File: config.mk
export PLATFORM = sky130hd
export DESIGN_NAME = radix_converter_flat
export DESIGN_NICKNAME = d
export VERILOG_FILES = /design/src/rtl/core/rc_pkg.sv /design/src/rtl/core/rc_if.sv /design/src/rtl/core/radix_converter.sv /design/src/flat_wrapper.sv
export SDC_FILE = /design/constraint.sdc
export NUM_CORES = 2
export LEC_CHECK = 0
export ABC_AREA = 1
export BUFFER_PORTS_ARGS = -buffer_cell sky130_fd_sc_hd__clkbuf_2
export CORE_MARGIN = 2
export CORE_UTILIZATION = 60
export CTS_CLUSTER_DIAMETER = 40
export DETAILED_ROUTE_END_ITERATION = 10
export GPL_ROUTABILITY_DRIVEN = 0
export GPL_TIMING_DRIVEN = 0
export HOLD_SLACK_MARGIN = 0.05
export MAX_ROUTING_LAYER = met4
export PLACE_DENSITY = 0.73
export SLEW_MARGIN = 20
export SYNTH_ARGS = -nofsm -noshare
export SYNTH_HDL_FRONTEND = slang
export SYNTH_SLANG_ARGS = --single-unit
export TNS_END_PERCENT = 50
File: constraint.sdc
create_clock -name clk -period 6.8 [get_ports clk]
set_clock_uncertainty 0.1 [all_clocks]
set_input_delay 0 -clock clk [delete_from_list [all_inputs] [get_ports clk]]
set_output_delay 0 -clock clk [all_outputs]
set_load 0.05 [all_outputs]
File: src/rtl/core/rc_pkg.sv
// Package for the radix converter: widths, error codes and the digit glyph function.
`default_nettype none

package rc_pkg;

    // Field and register widths
    localparam int SRC_W    = 30;
    localparam int CHAR_W   = 7;
    localparam int ERR_W    = 2;
    localparam int SB_W     = 4;
    localparam int TB_W     = 6;
    localparam int CFG_IDX_W = 1;
    localparam int CFG_W    = 6;

    // Parameter defaults
    localparam int SRC_DIGITS_DEF     = 9;
    localparam int MAX_OUT_DIGITS_DEF = 30;

    // Register indexes
    localparam logic [CFG_IDX_W-1:0] REG_SOURCE_BASE = 1'd0;
    localparam logic [CFG_IDX_W-1:0] REG_TARGET_BASE = 1'd1;

    // Register reset values and legal ranges
    localparam logic [SB_W-1:0] SB_RESET = 4'd10;
    localparam logic [SB_W-1:0] SB_MIN   = 4'd2;
    localparam logic [SB_W-1:0] SB_MAX   = 4'd10;
    localparam logic [TB_W-1:0] TB_RESET = 6'd2;
    localparam logic [TB_W-1:0] TB_MIN   = 6'd2;
    localparam logic [TB_W-1:0] TB_MAX   = 6'd36;

    // Radix of the input digit positions
    localparam logic [TB_W-1:0] DEC_RADIX = 6'd10;

    // Reciprocal of ten: (n * DEC_RECIP) >> DEC_SHIFT is n / 10 for any SRC_W-bit n
    localparam logic [SRC_W-1:0] DEC_RECIP = 30'h3333_3334;
    localparam int               DEC_SHIFT = 33;

    // Error codes
    localparam logic [ERR_W-1:0] ERR_OK    = 2'd0;
    localparam logic [ERR_W-1:0] ERR_ZERO  = 2'd1;
    localparam logic [ERR_W-1:0] ERR_DIGIT = 2'd2;

    // ASCII offsets: '0' for digits, 'A' - 10 for letters
    localparam logic [CHAR_W-1:0] CHAR_NUM_BASE   = 7'h30;
    localparam logic [CHAR_W-1:0] CHAR_ALPHA_BASE = 7'h37;

    typedef logic [CHAR_W-1:0] char_t;

    // Map a digit value 0..35 onto '0'-'9', 'A'-'Z'
    function automatic char_t digit_glyph(input logic [TB_W-1:0] d);
        char_t ch;
        if (d < 6'd10)
            ch = CHAR_NUM_BASE + {1'b0, d};
        else
            ch = CHAR_ALPHA_BASE + {1'b0, d};
        return ch;
    endfunction

endpackage

`default_nettype wire

File: src/rtl/core/rc_if.sv
// Valid/ready channel interfaces for the radix converter input and output.
`default_nettype none

interface rc_in_if;
    logic                      valid;
    logic                      ready;
    logic [rc_pkg::SRC_W-1:0]  src_number;

    modport source (output valid, output src_number, input ready);
    modport sink   (input valid, input src_number, output ready);
endinterface

interface rc_out_if;
    logic                      valid;
    logic                      ready;
    logic [rc_pkg::CHAR_W-1:0] digit_char;
    logic                      last;
    logic [rc_pkg::ERR_W-1:0]  error;

    modport source (output valid, output digit_char, output last, output error, input ready);
    modport sink   (input valid, input digit_char, input last, input error, output ready);
endinterface

`default_nettype wire

File: src/rtl/core/radix_converter.sv
// Radix converter top level: digit check, weighting, repeated division and character output.
//
// Each input transaction is a number whose decimal positions hold digits of the source
// base; the block checks the digits, builds the binary value and emits it in the target
// base as ASCII characters, most significant first, with last set on the final one.
// A zero input or a bad digit yields a single transaction with digit_char 0, last 1 and
// the error code. Decimal positions are peeled off by a reciprocal multiplication by one
// tenth, through states S_DDIV, S_DREM and S_DACC for each position. Divisions by the
// target base run on one shared bit-serial restoring divider in S_CDIV, with each
// remainder stored in S_CSTO, and each character waits for a free output register.
// A bad digit ends the item at the first failing position, and a zero input goes
// straight to the error transaction. src.ready is high only while the sequencer is idle;
// the output register lets the next item be taken while the final character still waits
// on dst.ready.
`default_nettype none

module radix_converter #(
    parameter int SRC_DIGITS     = rc_pkg::SRC_DIGITS_DEF,
    parameter int MAX_OUT_DIGITS = rc_pkg::MAX_OUT_DIGITS_DEF
) (
    input  wire logic                          clk,
    input  wire logic                          rst_n,
    input  wire logic                          cfg_we,
    input  wire logic [rc_pkg::CFG_IDX_W-1:0]  cfg_index,
    input  wire logic [rc_pkg::CFG_W-1:0]      cfg_data,
    rc_in_if.sink                              src,
    rc_out_if.source                           dst
);
    import rc_pkg::*;

    localparam int POS_W   = $clog2(SRC_DIGITS + 1);
    localparam int CNT_W   = $clog2(MAX_OUT_DIGITS + 1);
    localparam int IDX_W   = (MAX_OUT_DIGITS > 1) ? $clog2(MAX_OUT_DIGITS) : 1;
    localparam int STEP_W  = $clog2(SRC_W);
    localparam logic [POS_W-1:0]  POS_LIMIT = POS_W'(SRC_DIGITS);
    localparam logic [CNT_W-1:0]  CNT_LIMIT = CNT_W'(MAX_OUT_DIGITS);
    localparam logic [STEP_W-1:0] STEP_LAST = STEP_W'(SRC_W - 1);

    // Sequencer states
    localparam logic [2:0] S_IDLE = 3'd0;
    localparam logic [2:0] S_DDIV = 3'd1;
    localparam logic [2:0] S_DACC = 3'd2;
    localparam logic [2:0] S_CDIV = 3'd3;
    localparam logic [2:0] S_CSTO = 3'd4;
    localparam logic [2:0] S_EMIT = 3'd5;
    localparam logic [2:0] S_ERR  = 3'd6;
    localparam logic [2:0] S_DREM = 3'd7;

    logic [2:0]        state_reg, state_next;
    logic [SB_W-1:0]   sb_reg;
    logic [TB_W-1:0]   tb_reg;
    logic [SB_W-1:0]   sb_eff;
    logic [TB_W-1:0]   tb_eff;

    // Shared divider
    logic [SRC_W-1:0]  div_q_reg, div_q_next;
    logic [TB_W-1:0]   div_r_reg, div_r_next;
    logic [TB_W-1:0]   divisor_reg, divisor_next;
    logic [STEP_W-1:0] step_reg, step_next;
    logic [TB_W:0]     rem_shift;
    logic              rem_ge;
    logic [TB_W:0]     rem_sub;
    logic [SRC_W-1:0]  q_step;
    logic [TB_W-1:0]   r_step;

    // Division by ten
    logic [2*SRC_W-1:0] dec_prod;
    logic [SRC_W-1:0]   dec_q_reg, dec_q_next;
    logic [SRC_W-1:0]   dec_rem;

    // Weighting
    logic [POS_W-1:0]  pos_reg, pos_next;
    logic [SRC_W-1:0]  acc_reg, acc_next;
    logic [SRC_W-1:0]  weight_reg, weight_next;
    logic [SRC_W+SB_W-1:0] digit_prod;
    logic [SRC_W+SB_W-1:0] weight_prod;
    logic [SRC_W-1:0]  acc_sum;

    // Target digits
    logic [TB_W-1:0]   store_mem [MAX_OUT_DIGITS];
    logic              store_we;
    logic [CNT_W-1:0]  ocnt_reg, ocnt_next;
    logic [CNT_W-1:0]  ocnt_inc;
    logic [IDX_W-1:0]  idx_reg, idx_next;
    logic [ERR_W-1:0]  err_reg, err_next;

    // Output register
    logic              ov_reg, ov_next;
    logic [CHAR_W-1:0] ochar_reg, ochar_next;
    logic              olast_reg, olast_next;
    logic [ERR_W-1:0]  oerr_reg, oerr_next;
    logic              out_free;

    // Configuration registers
    always_ff @(posedge clk or negedge rst_n)
    begin
        if (!rst_n)
        begin
            sb_reg <= SB_RESET;
            tb_reg <= TB_RESET;
        end
        else if (cfg_we)
        begin
            unique case (cfg_index)
                REG_SOURCE_BASE: sb_reg <= cfg_data[SB_W-1:0];
                REG_TARGET_BASE: tb_reg <= cfg_data[TB_W-1:0];
                default: ;
            endcase
        end
    end

    // Clamp bases into their legal ranges
    assign sb_eff = (sb_reg < SB_MIN) ? SB_MIN : ((sb_reg > SB_MAX) ? SB_MAX : sb_reg);
    assign tb_eff = (tb_reg < TB_MIN) ? TB_MIN : ((tb_reg > TB_MAX) ? TB_MAX : tb_reg);

    // One restoring division step
    assign rem_shift = {div_r_reg, div_q_reg[SRC_W-1]};
    assign rem_ge    = rem_shift >= {1'b0, divisor_reg};
    assign rem_sub   = rem_shift - {1'b0, divisor_reg};
    assign r_step    = rem_ge ? rem_sub[TB_W-1:0] : rem_shift[TB_W-1:0];
    assign q_step    = {div_q_reg[SRC_W-2:0], rem_ge};

    // Quotient by ten from the reciprocal, remainder from the registered quotient
    assign dec_prod = div_q_reg * DEC_RECIP;
    assign dec_rem  = div_q_reg - dec_q_reg * SRC_W'(DEC_RADIX);

    // Digit weighting; remainder of a division by ten fits in SB_W bits
    assign digit_prod  = div_r_reg[SB_W-1:0] * weight_reg;
    assign weight_prod = weight_reg * sb_eff;
    assign acc_sum     = acc_reg + digit_prod[SRC_W-1:0];

    assign ocnt_inc = (ocnt_reg < CNT_LIMIT) ? ocnt_reg + 1'b1 : ocnt_reg;
    assign out_free = !ov_reg || dst.ready;

    // Sequencer
    always_comb
    begin
        state_next   = state_reg;
        div_q_next   = div_q_reg;
        div_r_next   = div_r_reg;
        divisor_next = divisor_reg;
        step_next    = step_reg;
        dec_q_next   = dec_q_reg;
        pos_next     = pos_reg;
        acc_next     = acc_reg;
        weight_next  = weight_reg;
        ocnt_next    = ocnt_reg;
        idx_next     = idx_reg;
        err_next     = err_reg;
        store_we     = 1'b0;
        ov_next      = (ov_reg && dst.ready) ? 1'b0 : ov_reg;
        ochar_next   = ochar_reg;
        olast_next   = olast_reg;
        oerr_next    = oerr_reg;

        unique case (state_reg)
            S_IDLE:
            begin
                if (src.valid)
                begin
                    if (src.src_number == '0)
                    begin
                        err_next   = ERR_ZERO;
                        state_next = S_ERR;
                    end
                    else
                    begin
                        div_q_next   = src.src_number;
                        div_r_next   = '0;
                        step_next    = '0;
                        pos_next     = '0;
                        acc_next     = '0;
                        weight_next  = SRC_W'(1);
                        state_next   = S_DDIV;
                    end
                end
            end
            S_DDIV:
            begin
                dec_q_next = SRC_W'(dec_prod[2*SRC_W-1:DEC_SHIFT]);
                state_next = S_DREM;
            end
            S_DREM:
            begin
                div_r_next = dec_rem[TB_W-1:0];
                div_q_next = dec_q_reg;
                state_next = S_DACC;
            end
            S_CDIV:
            begin
                div_q_next = q_step;
                div_r_next = r_step;
                step_next  = step_reg + 1'b1;
                if (step_reg == STEP_LAST)
                    state_next = S_CSTO;
            end
            S_DACC:
            begin
                if (pos_reg >= POS_LIMIT || div_r_reg >= {2'b00, sb_eff})
                begin
                    err_next   = ERR_DIGIT;
                    state_next = S_ERR;
                end
                else
                begin
                    acc_next    = acc_sum;
                    weight_next = weight_prod[SRC_W-1:0];
                    pos_next    = pos_reg + 1'b1;
                    div_r_next  = '0;
                    step_next   = '0;
                    if (div_q_reg == '0)
                    begin
                        div_q_next   = acc_sum;
                        divisor_next = tb_eff;
                        ocnt_next    = '0;
                        state_next   = S_CDIV;
                    end
                    else
                    begin
                        state_next = S_DDIV;
                    end
                end
            end
            S_CSTO:
            begin
                store_we  = ocnt_reg < CNT_LIMIT;
                ocnt_next = ocnt_inc;
                if (div_q_reg == '0)
                begin
                    idx_next   = IDX_W'(ocnt_inc - 1'b1);
                    state_next = S_EMIT;
                end
                else
                begin
                    div_r_next = '0;
                    step_next  = '0;
                    state_next = S_CDIV;
                end
            end
            S_EMIT:
            begin
                if (out_free)
                begin
                    ov_next    = 1'b1;
                    ochar_next = digit_glyph(store_mem[idx_reg]);
                    olast_next = idx_reg == '0;
                    oerr_next  = ERR_OK;
                    if (idx_reg == '0)
                        state_next = S_IDLE;
                    else
                        idx_next = idx_reg - 1'b1;
                end
            end
            S_ERR:
            begin
                if (out_free)
                begin
                    ov_next    = 1'b1;
                    ochar_next = '0;
                    olast_next = 1'b1;
                    oerr_next  = err_reg;
                    state_next = S_IDLE;
                end
            end
            default:
            begin
                state_next = S_IDLE;
            end
        endcase
    end

    // Control registers
    always_ff @(posedge clk or negedge rst_n)
    begin
        if (!rst_n)
        begin
            state_reg <= S_IDLE;
            ov_reg    <= 1'b0;
            step_reg  <= '0;
            pos_reg   <= '0;
            ocnt_reg  <= '0;
            idx_reg   <= '0;
        end
        else
        begin
            state_reg <= state_next;
            ov_reg    <= ov_next;
            step_reg  <= step_next;
            pos_reg   <= pos_next;
            ocnt_reg  <= ocnt_next;
            idx_reg   <= idx_next;
        end
    end

    // Datapath registers
    always_ff @(posedge clk)
    begin
        div_q_reg   <= div_q_next;
        div_r_reg   <= div_r_next;
        divisor_reg <= divisor_next;
        dec_q_reg   <= dec_q_next;
        acc_reg     <= acc_next;
        weight_reg  <= weight_next;
        err_reg     <= err_next;
        ochar_reg   <= ochar_next;
        olast_reg   <= olast_next;
        oerr_reg    <= oerr_next;
    end

    // Target digit store, least significant first
    always_ff @(posedge clk)
    begin
        if (store_we)
            store_mem[ocnt_reg[IDX_W-1:0]] <= div_r_reg;
    end

    assign src.ready      = state_reg == S_IDLE;
    assign dst.valid      = ov_reg;
    assign dst.digit_char = ochar_reg;
    assign dst.last       = olast_reg;
    assign dst.error      = oerr_reg;

    // Error transactions carry no character and close the item
    a_err_shape: assert property (@(posedge clk) disable iff (!rst_n)
        (dst.valid && dst.error != ERR_OK) |-> (dst.digit_char == '0 && dst.last))
        else $error("error transaction with character or without last");

    // Divider remainder stays below the divisor while dividing
    a_rem_range: assert property (@(posedge clk) disable iff (!rst_n)
        (state_reg == S_CDIV) |-> (div_r_reg < divisor_reg))
        else $error("divider remainder not below divisor");

    // Emit index stays inside the stored digits
    a_emit_idx: assert property (@(posedge clk) disable iff (!rst_n)
        (state_reg == S_EMIT) |-> ({1'b0, idx_reg} < {1'b0, ocnt_reg}))
        else $error("emit index beyond stored digit count");

    // An accepted input always starts work
    a_accept_starts: assert property (@(posedge clk) disable iff (!rst_n)
        (src.valid && src.ready) |=> (state_reg != S_IDLE))
        else $error("accepted input left the sequencer idle");

endmodule

`default_nettype wire

File: src/flat_wrapper.sv
// flat-port wrapper written by rule: the top's interface ports become plain ports
module radix_converter_flat import rc_pkg::*;
#(
    parameter int SRC_DIGITS     = rc_pkg::SRC_DIGITS_DEF,
    parameter int MAX_OUT_DIGITS = rc_pkg::MAX_OUT_DIGITS_DEF
)
  (clk, rst_n, cfg_we, cfg_index, cfg_data, src_valid, src_src_number, src_ready, dst_valid, dst_digit_char, dst_last, dst_error, dst_ready);
  rc_in_if src_i ();
  rc_out_if dst_i ();
  input  wire logic clk;
  input  wire logic rst_n;
  input  wire logic cfg_we;
  input  wire logic [rc_pkg::CFG_IDX_W-1:0] cfg_index;
  input  wire logic [rc_pkg::CFG_W-1:0] cfg_data;
  input wire logic [$bits(src_i.valid)-1:0] src_valid;
  input wire logic [$bits(src_i.src_number)-1:0] src_src_number;
  output wire logic [$bits(src_i.ready)-1:0] src_ready;
  output wire logic [$bits(dst_i.valid)-1:0] dst_valid;
  output wire logic [$bits(dst_i.digit_char)-1:0] dst_digit_char;
  output wire logic [$bits(dst_i.last)-1:0] dst_last;
  output wire logic [$bits(dst_i.error)-1:0] dst_error;
  input wire logic [$bits(dst_i.ready)-1:0] dst_ready;
  assign src_i.valid = src_valid;
  assign src_i.src_number = src_src_number;
  assign src_ready = src_i.ready;
  assign dst_valid = dst_i.valid;
  assign dst_digit_char = dst_i.digit_char;
  assign dst_last = dst_i.last;
  assign dst_error = dst_i.error;
  assign dst_i.ready = dst_ready;
  radix_converter #(.SRC_DIGITS(SRC_DIGITS), .MAX_OUT_DIGITS(MAX_OUT_DIGITS)) u_core (.clk(clk), .rst_n(rst_n), .cfg_we(cfg_we), .cfg_index(cfg_index), .cfg_data(cfg_data), .src(src_i), .dst(dst_i));
endmodule
## Word level (Yosys, flattened, before mapping)

Memory sizes are Yosys's and may differ from the RTL's.
Cells that the tools add are included.

| storage, ports and cells | value |
|---|---|
| output and inout port bits | 12 |
| memory bits (writable) | 180 |
| bits of input ports | 42 |
| memories | 1 |
| logic and storage cells | 164 |
| bits in registers | 174 |

| cells by class | value |
|---|---|
| add/sub/neg operators | 10 |
| multipliers | 4 |
| $lt $le $gt $ge | 9 |
| reductions and logical operators | 29 |
| equal/unequal tests | 21 |
| bitwise logic cells | 2 |
| muxes and demuxes | 69 |

Memory list:

| name | words | width | read ports | clocked after Yosys merged registers in | wr ports | RTL line | text |
|---|---|---|---|---|---|---|---|
| u_core.store_mem | 30 | 6 | 1 | 0 | 1 | radix_converter.sv:80 | `logic [TB_W-1:0] store_mem [MAX_OUT_DIGITS];` |

Operator list:

| operator | count |
|---|---|
| $mux W30 | 10 |
| $pmux W30 S2 | 2 |
| $pmux W30 S4 | 1 |
| $logic_not A30 Y1 | 2 |
| $mul A30 B28 Y58 const B | 1 |
| $mux W5 | 10 |
| $mux W6 | 6 |
| $add A30 B30 Y30 | 1 |
| $mul A30 B4 Y30 | 1 |
| $mul A4 B30 Y30 | 1 |
| $pmux W6 S5 | 1 |
| $mul A27 B3 Y5 const B | 1 |
| $mux W3 | 8 |
| $pmux W3 S8 | 1 |
| $mux W7 | 3 |
| $mux W4 | 5 |
| $pmux W5 S2 | 2 |
| $pmux W5 S4 | 1 |
| $reduce_and A5 Y1 | 4 |
| $ne A2 B1 Y1 const B | 8 |
| $add A6 B6 Y7 const A | 2 |
| $pmux W7 S2 | 1 |
| $eq A3 B3 Y1 const B | 4 |
| $mux W2 | 6 |
| other kinds (34) | 62 |

## Longest topological paths before layout

| logic depth | value |
|---|---|
| depth in word-level cells | 7 |
| mapped depth | 29 |
| depth with buffers taken out | 28 |

## Worst setup path before layout

No wires, ideal clock.

| timing path | value |
|---|---|
| path kind | register to register |
| start point | register u_core.div_q_reg[6] |
| end point | register u_core.dec_q_reg[23], data pin |
| required time | 6.438 ns |
| cell stages (with the launch flop) | 25 |
| buffers on the path | 1 |
| arrival | 5.575 ns |
| period minus slack after synthesis | 5.937 ns |
| library setup time | 0.262 ns |
| setup slack | 0.863 ns |
| path through | edfxtp_1 inv_1 ha_1 clkbuf_1 nand2_1 inv_1 nor2_1 ha_1 or2_2 fa_1 fa_1 fa_1 fa_1 inv_1 fa_1 inv_1 ha_1 nand2_1 nor2_1 inv_1 nor4_1 nand3_1 nand3_1 a21oi_1 xor2_1 |

| on the way | value |
|---|---|
| cells in the longest elaborated chain, start to end | 1 |

RTL lines:

| item | RTL line | text |
|---|---|---|
| start: declaration | radix_converter.sv:56 | `logic [SRC_W-1:0] div_q_reg, div_q_next;` |
| start signal: assignment | radix_converter.sv:298 | `div_q_reg <= div_q_next;` |
| $mul A30 B28 Y58 | radix_converter.sv:124 | `assign dec_prod = div_q_reg * DEC_RECIP;` |
| named net u_core.dec_prod[56] | radix_converter.sv:67 | `logic [2*SRC_W-1:0] dec_prod;` |
| end signal: assignment | radix_converter.sv:301 | `dec_q_reg <= dec_q_next;` |
| end: declaration | radix_converter.sv:68 | `logic [SRC_W-1:0] dec_q_reg, dec_q_next;` |

The timed path passes the listed nets, and every way through them passes these cells.
A chain may end at the register's enable or synchronous reset.

## Final worst setup path

Ends and elaborated chain as after synthesis.

==> impl_metrics.json <==
{
  "vias": 31784,
  "portBuffers": 53,
  "antenna_found_initial": 0,
  "ys_seq_elements": 354,
  "grt_util_all_layers": 0.372,
  "cts_max_level": 3,
  "startpoint_type": "flip-flop",
  "largest_reg_flops": 180,
  "cp_num_buf_inv": 5,
  "whs_path_depth": 4,
  "status": "complete, no violations",
  "r2r-start": "u_core.div_q_reg[6]",
  "syn_to_final_growth_pct": 13.2,
  "arrival_ns": 7.10,
  "layout_min_cycle_time_ns": 6.77,
  "wirelength_mm": 118,
  "drc": 0,
  "fp.coreArea_um2": 63300,
  "ios": 54,
  "die_x_um": 258,
  "dieArea_um2": 66400,
  "cts_tree": "yes",
  "cts_buffers": 71,
  "maxSlewHeadroom": 0.208,
  "crit_required_ns": 7.13,
  "first_pass_iters": 8,
  "critPathMaxStageDelay_ns": 0.63,
  "synth_area_um2": 38600,
  "drive_above_1_share": 0.0748,
  "synth_nets": 5303,
  "num_antenna_cells": 0,
  "clk_latency_ns": 0.64,
  "end_kind": "flip-flop",
  "hold_path_class": "input port to flip-flop",
  "clk_pin_slew_ns": 0.05,
  "place_hpwl_mm": 90.4,
  "syn_inst": 4409,
  "grt_pass1_vias": 32557,
  "initial_utilization": 0.610,
  "clockBufferDepth": 3,
  "r2r_end": "u_core.dec_q_reg[23]",
  "root_buffer": "clkbuf_16",
  "path_cells": "inv_1 -> ha_4 -> nand2_1 -> inv_1 -> nor2_1 -> ha_1 -> or2_2 -> fa_1 -> fa_1 -> fa_1 -> fa_1 -> inv_1 -> fa_1 -> inv_1 -> ha_1 -> nand2_1 -> nor2_1 -> inv_1 -> o21ai_0 -> a21oi_1 -> nand3_2 -> a21oi_1 -> xor2_1",
  "grt_pass1_wl_mm": 182,
  "grt_max_degree": 34,
  "slew_viol_final": 0,
  "synth_edf_count": 321,
  "critPathKind": "flip-flop to flip-flop",
  "wire_per_inst_um": 21.1,
  "whs_ns": 0.118,
  "gr-total-overflow": 0,
  "reg2regPathDepth": 23,
  "min_period_over_period": 0.996,
  "critPathMaxFanout": 9,
  "crit_family": "adder cells",
  "placementRows": 92,
  "setup-violations-final": 0,
  "dieHeight_um": 258,
  "min_to": "u_core.sb_reg[1]",
  "cts_sinks": 354,
  "synth.avg_cell_area_um2": 8.75,
  "rsz0062_at_grt": "yes",
  "hold_viol_final": 0,
  "cp_slowest_cell": "fa_1",
  "ys_warn_count": 0,
  "synthDistinctLibCells": 56,
  "maxCapViolCount": 0,
  "routed_via_density": 5.71,
  "drtIter0Drc": 3289,
  "stdcell_count": 5563,
  "final_nets": 5557,
  "yosys_most_used_dff": "edfxtp_1",
  "fmax_mhz": 148,
  "fin_setup_tns_ns": 0,
  "worst_pin_slew_ns": 1.19,
  "r2r_slack_ns": 0.03,
  "drtAntennaViolNets": 0,
  "min_from": "cfg_data[1]",
  "place_inst": 5319,
  "ys_seq_area_frac": 0.271,
  "async_flop_share": 0.0932
}
[final cells by class]
class / instances / area [um2]
buffer: 102 / 505
clock buffer: 79 / 1810
clock inverter: 48 / 529
fill: 4870 / 19600
inverter: 1046 / 3930
multi-input combinational: 2906 / 23900
sequential: 354 / 10500
tap: 846 / 1060
timing repair buffer: 182 / 1520
[cell usage in the layout, fill, tap and decap left out, drive strengths merged, types with 28 or more instances in the layout]
cell | Yosys | routed
edfxtp | 321 | 321
clkbuf | 62 | 193
nand4 | 39 | 39
dlygate4sd3 | 0 | 53
clkinv | 3 | 30
buf | 41 | 117
inv | 1043 | 1053
nor3 | 28 | 28
dfrtp | 30 | 30
a21oi | 192 | 192
ha | 399 | 399
o21ai | 202 | 202
nand2 | 798 | 798
xor2 | 52 | 52
fa | 453 | 453
nand3 | 171 | 171
nor2 | 364 | 364
a21o | 30 | 30
[through the flow]
stage | util | worst slack, ns | area [um2]
finish | 0.690 | 0.0276 | 43700
global route | 0.690 | -0.0734 | 43700
CTS | 0.685 | 0.0186 | 43400
detailed placement | 0.634 | -0.613 | 40200
global placement | 0.631 | -1.06 | 39900
floorplan | - | 0.863 | 38600
[worst reg2reg max path, cell delays in order, from the launching register on]
cell and delay, ns:
edfxtp_1 0.55, inv_1 0.20, ha_4 0.40, nand2_1 0.07
inv_1 0.09, nor2_1 0.08, ha_1 0.19, or2_2 0.35
fa_1 0.63, fa_1 0.49, fa_1 0.50, fa_1 0.51
inv_1 0.06, fa_1 0.47, inv_1 0.04, ha_1 0.37
nand2_1 0.17, nor2_1 0.07, inv_1 0.18, o21ai_0 0.16
a21oi_1 0.23, nand3_2 0.23, a21oi_1 0.23, xor2_1 0.23
[cells in the mapped netlist (6+ instances only)]
cell type  count  share of area
inv_1       1038           0.10
nand2_1      796          0.077
dfrtp_1       30          0.019
nand4_1       39         0.0063
fa_1         453           0.23
nor4_1        21         0.0034
ha_1         399           0.13
edfxtp_1     321           0.25
nor3_1        27         0.0035
o21ai_1       14         0.0018
o21a_1         8         0.0016
o22ai_1        6        0.00097
a221oi_1       8         0.0018
or2_2          6        0.00097
o2111ai_1      6         0.0014
buf_2         24         0.0031
nor2_1       358          0.035
xor2_1        52          0.012
a21o_1        30         0.0058
a31oi_1       21         0.0034
clkbuf_1      42         0.0041
o21ai_0      188          0.024
o21bai_1      21         0.0041
clkbuf_2      20         0.0026
a21oi_1      192          0.025
xnor2_1       27         0.0061
o211ai_1      15         0.0029
nand3_1      171          0.022
buf_1          7        0.00068
o221ai_1       9         0.0020
[kinds of logic after synthesis]
family | Yosys count | synth area share
buffers and inverters | 1149 | 0.115
and+or+nand+nor | 1439 | 0.153
xor gates and xnor gates | 79 | 0.0179
AOI/OAI and AO/OA | 536 | 0.0789
adders and majority gates | 852 | 0.364
DFF | 354 | 0.271
[worst max path at each step]
stage	slack [ns]	cells past startpoint	start	endpoint
floorplan	0.86	24	u_core.div_q_reg[6]	u_core.dec_q_reg[23]
global placement	-1.06	17	u_core.sb_reg[3]	u_core.pos_reg[2]
detailed placement	-0.61	25	u_core.div_q_reg[6]	u_core.dec_q_reg[19]
CTS	0.02	21	u_core.div_q_reg[3]	u_core.dec_q_reg[8]
global route	-0.07	25	u_core.div_q_reg[6]	u_core.dec_q_reg[23]
finish	0.03	23	u_core.div_q_reg[6]	u_core.dec_q_reg[23]
[timing repair]
action | 4_1_cts | 5_1_grt
hold endpoints to repair | 84 | 0
pin swaps | 0 | 2
setup endpoints to repair | 21 | 18
buffers inserted | 39 | 25
resized for setup | 11 | 31
hold buffers | 54 | 0
[metal layers]
metal | up-vias | GRT usage | part of all wire
li1 | 14397 | - | -
met1 | 15185 | 0.458 | 0.38
met2 | 1685 | 0.575 | 0.46
met3 | 517 | 0.0745 | 0.099
met4 | 0 | 0.215 | 0.069
met5 | - | - | 0
Power is not shown: default switching activity piles up to over one toggle a cycle in this logic, so the estimate is an artifact.
